$ cat config.mk
export PLATFORM = sky130hd
export DESIGN_NAME = mss_walk
export DESIGN_NICKNAME = d
export VERILOG_FILES = /design/src/rtl/mss_pkg.sv /design/src/rtl/mss_walk.sv
export SDC_FILE = /design/constraint.sdc
export NUM_CORES = 1
export LEC_CHECK = 0
export BUFFER_PORTS_ARGS = -buffer_cell sky130_fd_sc_hd__buf_2
export CAP_MARGIN = 20
export CORE_ASPECT_RATIO = 1.4
export CORE_MARGIN = 2
export CORE_UTILIZATION = 45
export DETAILED_ROUTE_END_ITERATION = 7
export GPL_ROUTABILITY_DRIVEN = 0
export GPL_TIMING_DRIVEN = 0
export HOLD_SLACK_MARGIN = 0.02
export PLACE_DENSITY = 0.67
export SLEW_MARGIN = 40
export SYNTH_ARGS = -nofsm -noshare
export SYNTH_HDL_FRONTEND = slang
export SYNTH_SLANG_ARGS = --single-unit
$ cat constraint.sdc
create_clock -name clk -period 4.05 [get_ports clk]
set_clock_uncertainty 0.1 [all_clocks]
set_input_delay 0.6075 -clock clk [delete_from_list [all_inputs] [get_ports clk]]
set_output_delay 0.6075 -clock clk [all_outputs]
set_load 0.02 [all_outputs]
$ cat src/rtl/mss_pkg.sv
package mss_pkg;

  // Fixed field widths
  localparam int VALUE_W = 32;
  localparam int SWAP_W  = 6;

  // Largest swap count the result field can carry
  localparam logic [SWAP_W-1:0] COUNT_MAX = 6'd63;

  // Commands from the sequencer to the sorting chain
  typedef struct packed {
    logic insert;
    logic drain;
    logic clear;
  } mss_chain_ctl_t;

  // Commands from the sequencer to the cycle walker
  typedef struct packed {
    logic start;
    logic wr_en;
  } mss_walk_ctl_t;

endpackage

$ cat src/rtl/mss_walk.sv
module mss_walk #(
  parameter int N     = 64,
  parameter int IDX_W = 6,
  parameter int CNT_W = 7
) (
  input  logic                    clk,
  input  logic                    rst,
  input  mss_pkg::mss_walk_ctl_t  ctl,
  input  logic [CNT_W-1:0]        count,
  input  logic [IDX_W-1:0]        wr_addr,
  input  logic [IDX_W-1:0]        wr_data,
  output logic                    done,
  output logic [CNT_W-1:0]        cycle_count
);
  import mss_pkg::*;

  typedef enum logic [1:0] {
    W_IDLE,
    W_SCAN,
    W_FOLLOW
  } walk_state_t;

  walk_state_t           state;
  logic [IDX_W-1:0]      idx;
  logic [N-1:0]          visited;
  logic [IDX_W-1:0]      mem [N];
  logic [IDX_W-1:0]      mem_q;
  logic [IDX_W-1:0]      rd_addr;
  logic                  last_idx;

  assign last_idx = (CNT_W'(idx) == count - CNT_W'(1));
  assign rd_addr  = (state == W_SCAN) ? idx : mem_q;

  // Permutation store: sorted position -> arrival index
  always_ff @(posedge clk) begin
    if (ctl.wr_en) begin
      mem[wr_addr] <= wr_data;
    end
    mem_q <= mem[rd_addr];
  end

  // Scan for unvisited starts, then follow each cycle one link a step
  always_ff @(posedge clk) begin
    if (rst) begin
      state       <= W_IDLE;
      idx         <= '0;
      visited     <= '0;
      cycle_count <= '0;
      done        <= 1'b0;
    end else begin
      done <= 1'b0;
      if (ctl.start) begin
        state       <= W_SCAN;
        idx         <= '0;
        visited     <= '0;
        cycle_count <= '0;
      end else begin
        unique case (state)
          W_IDLE: begin
            state <= W_IDLE;
          end
          W_SCAN: begin
            if (visited[idx]) begin
              if (last_idx) begin
                done  <= 1'b1;
                state <= W_IDLE;
              end else begin
                idx <= idx + IDX_W'(1);
              end
            end else begin
              visited[idx] <= 1'b1;
              cycle_count  <= cycle_count + CNT_W'(1);
              state        <= W_FOLLOW;
            end
          end
          W_FOLLOW: begin
            if (visited[mem_q]) begin
              if (last_idx) begin
                done  <= 1'b1;
                state <= W_IDLE;
              end else begin
                idx   <= idx + IDX_W'(1);
                state <= W_SCAN;
              end
            end else begin
              visited[mem_q] <= 1'b1;
            end
          end
          default: begin
            state <= W_IDLE;
          end
        endcase
      end
    end
  end

endmodule

==> results.sh, run 1 <==
export IMPL_status="complete, no violations"
export IMPL_max_freq_mhz=259
export IMPL_ys_ff_latch=470
export IMPL_layout_nets=1442
export IMPL_h_tree_depth=2
export IMPL_synth_cells=1341
export IMPL_crit_family="multiplexers"
export IMPL_ir_drop_mv=0.421
export IMPL_ant_nets=0
export IMPL_synth_fp_nets=1369
export IMPL_report_final_slew_viol_count=0
export IMPL_io_buffers=25
export IMPL_synthFlopType="edfxtp_1"
export IMPL_worstSkewPairLatency_ns=0.59
export IMPL_crit_fanout=10
export IMPL_path_class="flop to flop"
export IMPL_cts_setup_buffers=0
export IMPL_overflow=0
export IMPL_rrSetupSlack_ns=0.19
export IMPL_max_stage_delay_ns=0.65
export IMPL_grt_util_all_layers_pct=22.3
export IMPL_tns_ns=0
export IMPL_die_w_um=184
export IMPL_crit_required_ns=4.38
export IMPL_fillers=3745
export IMPL_cts_buffers=46
export IMPL_n_antenna_cell=0
export IMPL_dr_pass1_iters=5
export IMPL_dieArea_um2=47100
export IMPL_crit_slowest_cell="mux2i_2"
export IMPL_maxSlewHeadroom_pct=42.3
export IMPL_async_flop_share_pct=0
export IMPL_core_um2=44900
export IMPL_synth_top_area_cell="edfxtp_1"
export IMPL_path_clk_slew_ns=0.06
export IMPL_ioPinCount=31
export IMPL_synth_warnings=0
export IMPL_clockBufferDepth=3
export IMPL_path_cells="ha_1 > buf_2 > mux2i_2 > buf_2 > buf_4 > mux4_2 > nand2_1 > nand2_1 > o211ai_1 > a31oi_1"
export IMPL_start_util_pct=45.5
export IMPL_cts_tree="built"
export IMPL_cts_resized_gates=0
export IMPL_cp_start_kind="flop"
export IMPL_synth_area_um2=20400
export IMPL_cts_hold_buf=0
export IMPL_die_y_um=256
export IMPL_layout_drive_gt1_share_pct=18.6
export IMPL_synth_area_leaders="edfxtp_1 56%, mux4_2 11%, dfxtp_1 8.4%, a22o_1 2.7%, nand2_1 2.1%"
export IMPL_wl_per_cell_um=25.8
export IMPL_final_min_clock_period_ns=3.86
export IMPL_row_count=92
export IMPL_fin_crit_sh_pct=95.2
export IMPL_post_route_drc_count=0
export IMPL_cts_sinks=470
export IMPL_hold_path_class="primary input to flop"
export IMPL_grt_max_degree=65
export IMPL_cellLeakagePower_nw=7.21
export IMPL_drt_iter0_markers=1464
export IMPL_dp_hpwl_um=35100
export IMPL_path_buf_inv=3
export IMPL_cts_root_buffer="clkbuf_16"
export IMPL_grt_pass1_vias=12805
export IMPL_netlist_area_leader_share_pct=56.4
export IMPL_synth_edff_count=384
export IMPL_worst_slew_pin_slew_ns=0.862
export IMPL_crit_path_end_kind="flop"
export IMPL_maxCapViolCount=0
export IMPL_finalSetupViolCount=0
export IMPL_ys_seq_area_share_pct=64.9
export IMPL_grt_pass1_wl_um=78600
export IMPL_avgSynthCellArea_um2=15.2
export IMPL_rsz0062_at_grt="false"
export IMPL_antenna_found_initial=0
export IMPL_syn2layout_area_growth_pct=11.8
export IMPL_worst_ep_arrival_time_ns=4.18
export IMPL_finalWorstSetupSlack_ns=0.193
export IMPL_place_ws_ns=0.239
export IMPL_powerDensity_nw_per_um2=568
export IMPL_finalHoldViolations=0
export IMPL_routed_wl_um=52100
export IMPL_vias_per_cell=6.28
export IMPL_ys_types=75
export IMPL_vias=12657
## through the flow
stage                     instance area (um2)  utilization, %  hold slack (ns)  std cells  power [W]
after CTS                               22800            50.9            0.155       2016     0.0130
after floorplan                         20400               -            0.356       1341    0.00764
after global placement                  21300            47.4            0.377       1930    0.00863
after global routing                    22800            50.9            0.200       2016     0.0134
final                                   22800            50.9            0.189       2016     0.0130
after detailed placement                21300            47.4            0.380       1930    0.00865
## cell type report
type / instances / area, um2 / share of cell area (%)
Timing Repair Buffer: 25 / 140 / 0.614
Buffer: 97 / 568 / 2.49
Clock buffer: 56 / 1210 / 5.30
Multi-Input combinational cell: 762 / 6570 / 28.8
Tap cell: 564 / 706 / 3.09
Clock inverter: 30 / 347 / 1.52
Inverter: 12 / 45.0 / 0.197
Sequential cell: 470 / 13300 / 58.0
## metal layers
metal / up-vias / global-route usage (%) / wire length [um] / part of all wire [%]
met2: 622 / 39.3 / 26900 / 52
met3: 173 / 3.57 / 3530 / 6.8
met4: 0 / 11.4 / 2890 / 5.5
li1: 5525 / - / - / -
met5: - / 0 / 0 / 0
met1: 6337 / 26.3 / 18800 / 36
## worst paths after layout
path | from | to | cells past startpoint
setup / recovery | state[0] | mem_q[4] | 10
setup reg to reg | state[0] | mem_q[4] | 10
hold / removal | rst | state[0] | 2
hold reg to reg | cycle_count[1] | cycle_count[1] | 2
## cell usage after synthesis (6+ instances only)
| cell | n |
|---|---|
| mux4_2 | 102 |
| buf_12 | 7 |
| nor2b_1 | 12 |
| o22ai_1 | 64 |
| or3_1 | 14 |
| nand2b_1 | 12 |
| and2_1 | 17 |
| a311oi_1 | 7 |
| nand2_1 | 113 |
| a22o_1 | 64 |
| a221oi_1 | 6 |
| o211ai_1 | 6 |
| a31oi_1 | 17 |
| nand3b_1 | 16 |
| a311o_1 | 6 |
| nand3_1 | 26 |
| dfxtp_1 | 86 |
| inv_1 | 11 |
| clkbuf_1 | 45 |
| a21oi_1 | 11 |
| mux2i_1 | 23 |
| nand4_1 | 10 |
| buf_1 | 7 |
| and2_0 | 6 |
| nor2_1 | 86 |
| edfxtp_1 | 384 |
| buf_2 | 24 |
| a211oi_1 | 32 |
| o21ai_0 | 8 |
| nor3_1 | 8 |
| mux2_2 | 9 |
| buf_4 | 12 |
## cell families (layout without fill, tap and decap cells)
logic type,Yosys count,in the layout,share of synthesized area (%)
AOI/OAI and AO/OA,261,261,9.75
xor gates and xnor gates,10,10,0.429
adders and majority gates,5,5,0.306
buffers and inverters,109,220,3.00
DFF,470,470,64.9
muxes,138,138,13.3
and+or+nand+nor,348,348,8.38
## sequential cells by signal, indices dropped and copies added, names as in the netlist
signal	cells
mem	384
visited	64
cycle_count	7
idx	6
mem_q	6
state	2
done	1
## power by group
part	switching (W)	internal (W)
combinational	0.00198	0.00128
sequential	0.0000238	0.00528
clock	0.00186	0.00254
total	0.00387	0.00910
## layout by cell type (no fill, tap or decap), drive strengths merged, types with 6 or more instances in the layout
cell type	instances
nand2	114
and2	23
buf	77
a22o	64
or3	15
mux4	104
nand2b	12
nor2	87
a311oi	8
edfxtp	384
a221oi	6
nand3b	16
dfxtp	86
a31oi	17
o21ai	9
a21oi	11
nor3	8
a311o	6
o22ai	64
bufinv	6
nor2b	12
mux2	9
nand3	26
o211ai	6
mux2i	25
a211oi	32
clkinv	18
nand4	11
inv	13
clkbuf	101
No activity file was read; power rests on OpenSTA's default activity.
==> run 2: changes to the inputs <==
--- a/config.mk
+++ b/config.mk
@@ -5,7 +5,7 @@
 export SDC_FILE = /design/constraint.sdc
 export NUM_CORES = 1
 export LEC_CHECK = 0
-export BUFFER_PORTS_ARGS = -buffer_cell sky130_fd_sc_hd__buf_2
+export BUFFER_PORTS_ARGS = -buffer_cell sky130_fd_sc_hd__buf_4
 export CAP_MARGIN = 20
 export CORE_ASPECT_RATIO = 1.4
 export CORE_MARGIN = 2
==> constraint.sdc (replaced) <==
create_clock -name clk -period 3.8 [get_ports clk]
set_clock_uncertainty 0.1 [all_clocks]
set_input_delay 0.57 -clock clk [delete_from_list [all_inputs] [get_ports clk]]
set_output_delay 0.57 -clock clk [all_outputs]
set_load 0.02 [all_outputs]
==> results.sh, run 2 (synthesized netlist as in run 1, its figures left out) <==
export IMPL_status="complete, no violations"
export IMPL_report_final_slew_viol_count=0
export IMPL_vias_per_cell=6.30
export IMPL_largest_reg_flops=384
export IMPL_finalHoldViolations=0
export IMPL_mostFrequentLayoutCells="384 x edfxtp_1, 113 x nand2_1, 102 x mux4_2"
export IMPL_syn2layout_area_growth_pct=12.6
export IMPL_crit_path_end_kind="flop"
export IMPL_die_y_um=256
export IMPL_grt_util_all_layers_pct=22.7
export IMPL_cts_tree="built"
export IMPL_cts_root_buffer="clkbuf_16"
export IMPL_start_util_pct=45.5
export IMPL_final_common_cell="edfxtp_1"
export IMPL_pwr_share_clk_pct=34.9
export IMPL_path_class="flop to flop"
export IMPL_post_route_drc_count=0
export IMPL_fin_crit_sh_pct=96.6
export IMPL_ant_nets=0
export IMPL_worst_slew_pin_slew_ns=0.713
export IMPL_max_freq_mhz=272
export IMPL_dieArea_um2=47100
export IMPL_antenna_found_initial=0
export IMPL_ir_drop_mv=0.458
export IMPL_drt_iter0_markers=1449
export IMPL_path_clk_slew_ns=0.06
export IMPL_cp_start_kind="flop"
export IMPL_path_buf_inv=4
export IMPL_p_int_w=0.00991
export IMPL_final_min_clock_period_ns=3.67
export IMPL_cts_hold_buf=0
export IMPL_top_regs="mem x384, visited x64, cycle_count x7"
export IMPL_finalWorstSetupSlack_ns=0.129
export IMPL_crit_fanout=10
export IMPL_dr_pass1_iters=6
export IMPL_seqPwrFrac_pct=40.2
export IMPL_crit_slowest_cell="mux2i_2"
export IMPL_clockBufferDepth=3
export IMPL_n_antenna_cell=0
export IMPL_fillers=3706
export IMPL_core_um2=44900
export IMPL_cts_setup_buffers=0
export IMPL_multi_input_area_um2=6590
export IMPL_dp_hpwl_um=35200
export IMPL_cp_common_cell="buf_2"
export IMPL_power_frac_comb_pct=24.9
export IMPL_grt_pass1_vias=12976
export IMPL_seq_area_um2=13300
export IMPL_row_count=92
export IMPL_wl_per_cell_um=26.1
export IMPL_cts_sinks=470
export IMPL_grt_max_degree=65
export IMPL_regMostFlops="mem"
export IMPL_ioPinCount=31
export IMPL_rsz0062_at_grt="false"
export IMPL_layout_nets=1443
export IMPL_switching_share_pct=29.6
export IMPL_overflow=0
export IMPL_worstSkewPairLatency_ns=0.60
export IMPL_power_switching_w=0.00416
export IMPL_finalSetupViolCount=0
export IMPL_die_w_um=184
export IMPL_place_ws_ns=-0.0585
export IMPL_crit_required_ns=4.14
export IMPL_maxCapViolCount=0
export IMPL_cellLeakagePower_nw=7.28
export IMPL_layout_drive_gt1_share_pct=19.2
export IMPL_maxSlewHeadroom_pct=52.3
export IMPL_h_tree_depth=2
export IMPL_vias=12711
export IMPL_grt_pass1_wl_um=79800
export IMPL_powerDensity_nw_per_um2=612
export IMPL_crit_family="buffers and inverters"
export IMPL_hold_path_class="primary input to flop"
export IMPL_io_buffers=25
export IMPL_worst_ep_arrival_time_ns=4.01
export IMPL_holdWs_ns=0.0883
export IMPL_routed_wl_um=52600
export IMPL_path_cells="inv_1 > ha_1 > buf_2 > mux2i_2 > buf_2 > buf_2 > mux4_2 > nand2_1 > nand2_1 > o211ai_1 > a31oi_1"
export IMPL_max_stage_delay_ns=0.60
export IMPL_cts_buffers=47
-- run 2: cell count changes in the layout (fill, tap and decap cells not counted), sizes merged --
| cell | previous run | this run |
|---|---|---|
| bufinv | 6 | 7 |
| buf | 77 | 76 |
| inv | 13 | 14 |
| clkbuf | 101 | 104 |
| clkinvlp | 5 | 3 |
| clkinv | 18 | 17 |
-- run 2: timing repair --
item                                    CTS  global route
endpoints found under the setup margin    5             2
gates cloned                              0             0
resized for setup                         2             2
-- run 2: worst paths after layout --
check	start	endpoint	slack, ns	cells after the start
worst max register to register	state[1]	mem_q[2]	0.13	11
worst min register to register	cycle_count[1]	cycle_count[1]	0.39	2
worst min-delay path	rst	state[0]	0.09	2
worst max-delay path	state[1]	mem_q[2]	0.13	11
-- run 2: area by class of cell --
type,instances,area share (%)
plain buffers,97,2.49
clock buffers,58,5.58
clock inverters,29,1.62
inverters,12,0.196
multi-input cells,762,28.6
flip-flops and latches,470,57.6
well taps,564,3.07
repair buffers,25,0.816
-- run 2: per-stage QoR --
stage | area (um2) | power [W] | TNS (ns) | std cells | utilization (%)
2_1_floorplan | 20400 | 0.00814 | 0 | 1341 | -
3_3_place_gp | 21300 | 0.00920 | 0 | 1930 | 47.5
3_5_place_dp | 21300 | 0.00923 | -0.0585 | 1930 | 47.5
4_1_cts | 23000 | 0.0141 | 0 | 2017 | 51.2
5_1_grt | 23000 | 0.0146 | 0 | 2017 | 51.2
6_report | 23000 | 0.0141 | 0 | 2017 | 51.2
-- run 2: power groups by stage --
stage	Sequential, W	Combinational [W]	Clock, W
finish	0.00566	0.00350	0.00492
global route	0.00566	0.00370	0.00519
CTS	0.00566	0.00348	0.00499
detailed placement	0.00577	0.00346	0
global placement	0.00576	0.00344	0
floorplan	0.00576	0.00239	0
-- run 2: worst register-to-register path, delay by kind of cell (launching register included) --
family                   cells  cell delay [ns]
AO/OA/AOI/OAI                2             0.59
buffers and inverters        4             1.16
multiplexers                 2             0.95
AND/OR/NAND/NOR              2             0.24
adder cells (fa/ha/maj)      1             0.14
flip-flops                   1             0.33
-- run 2: routing by layer --
metal,track usage [%],routed length [um]
met1,27.0,18800
met2,39.6,27400
met5,0,0
met4,12.3,2800
met3,3.26,3650
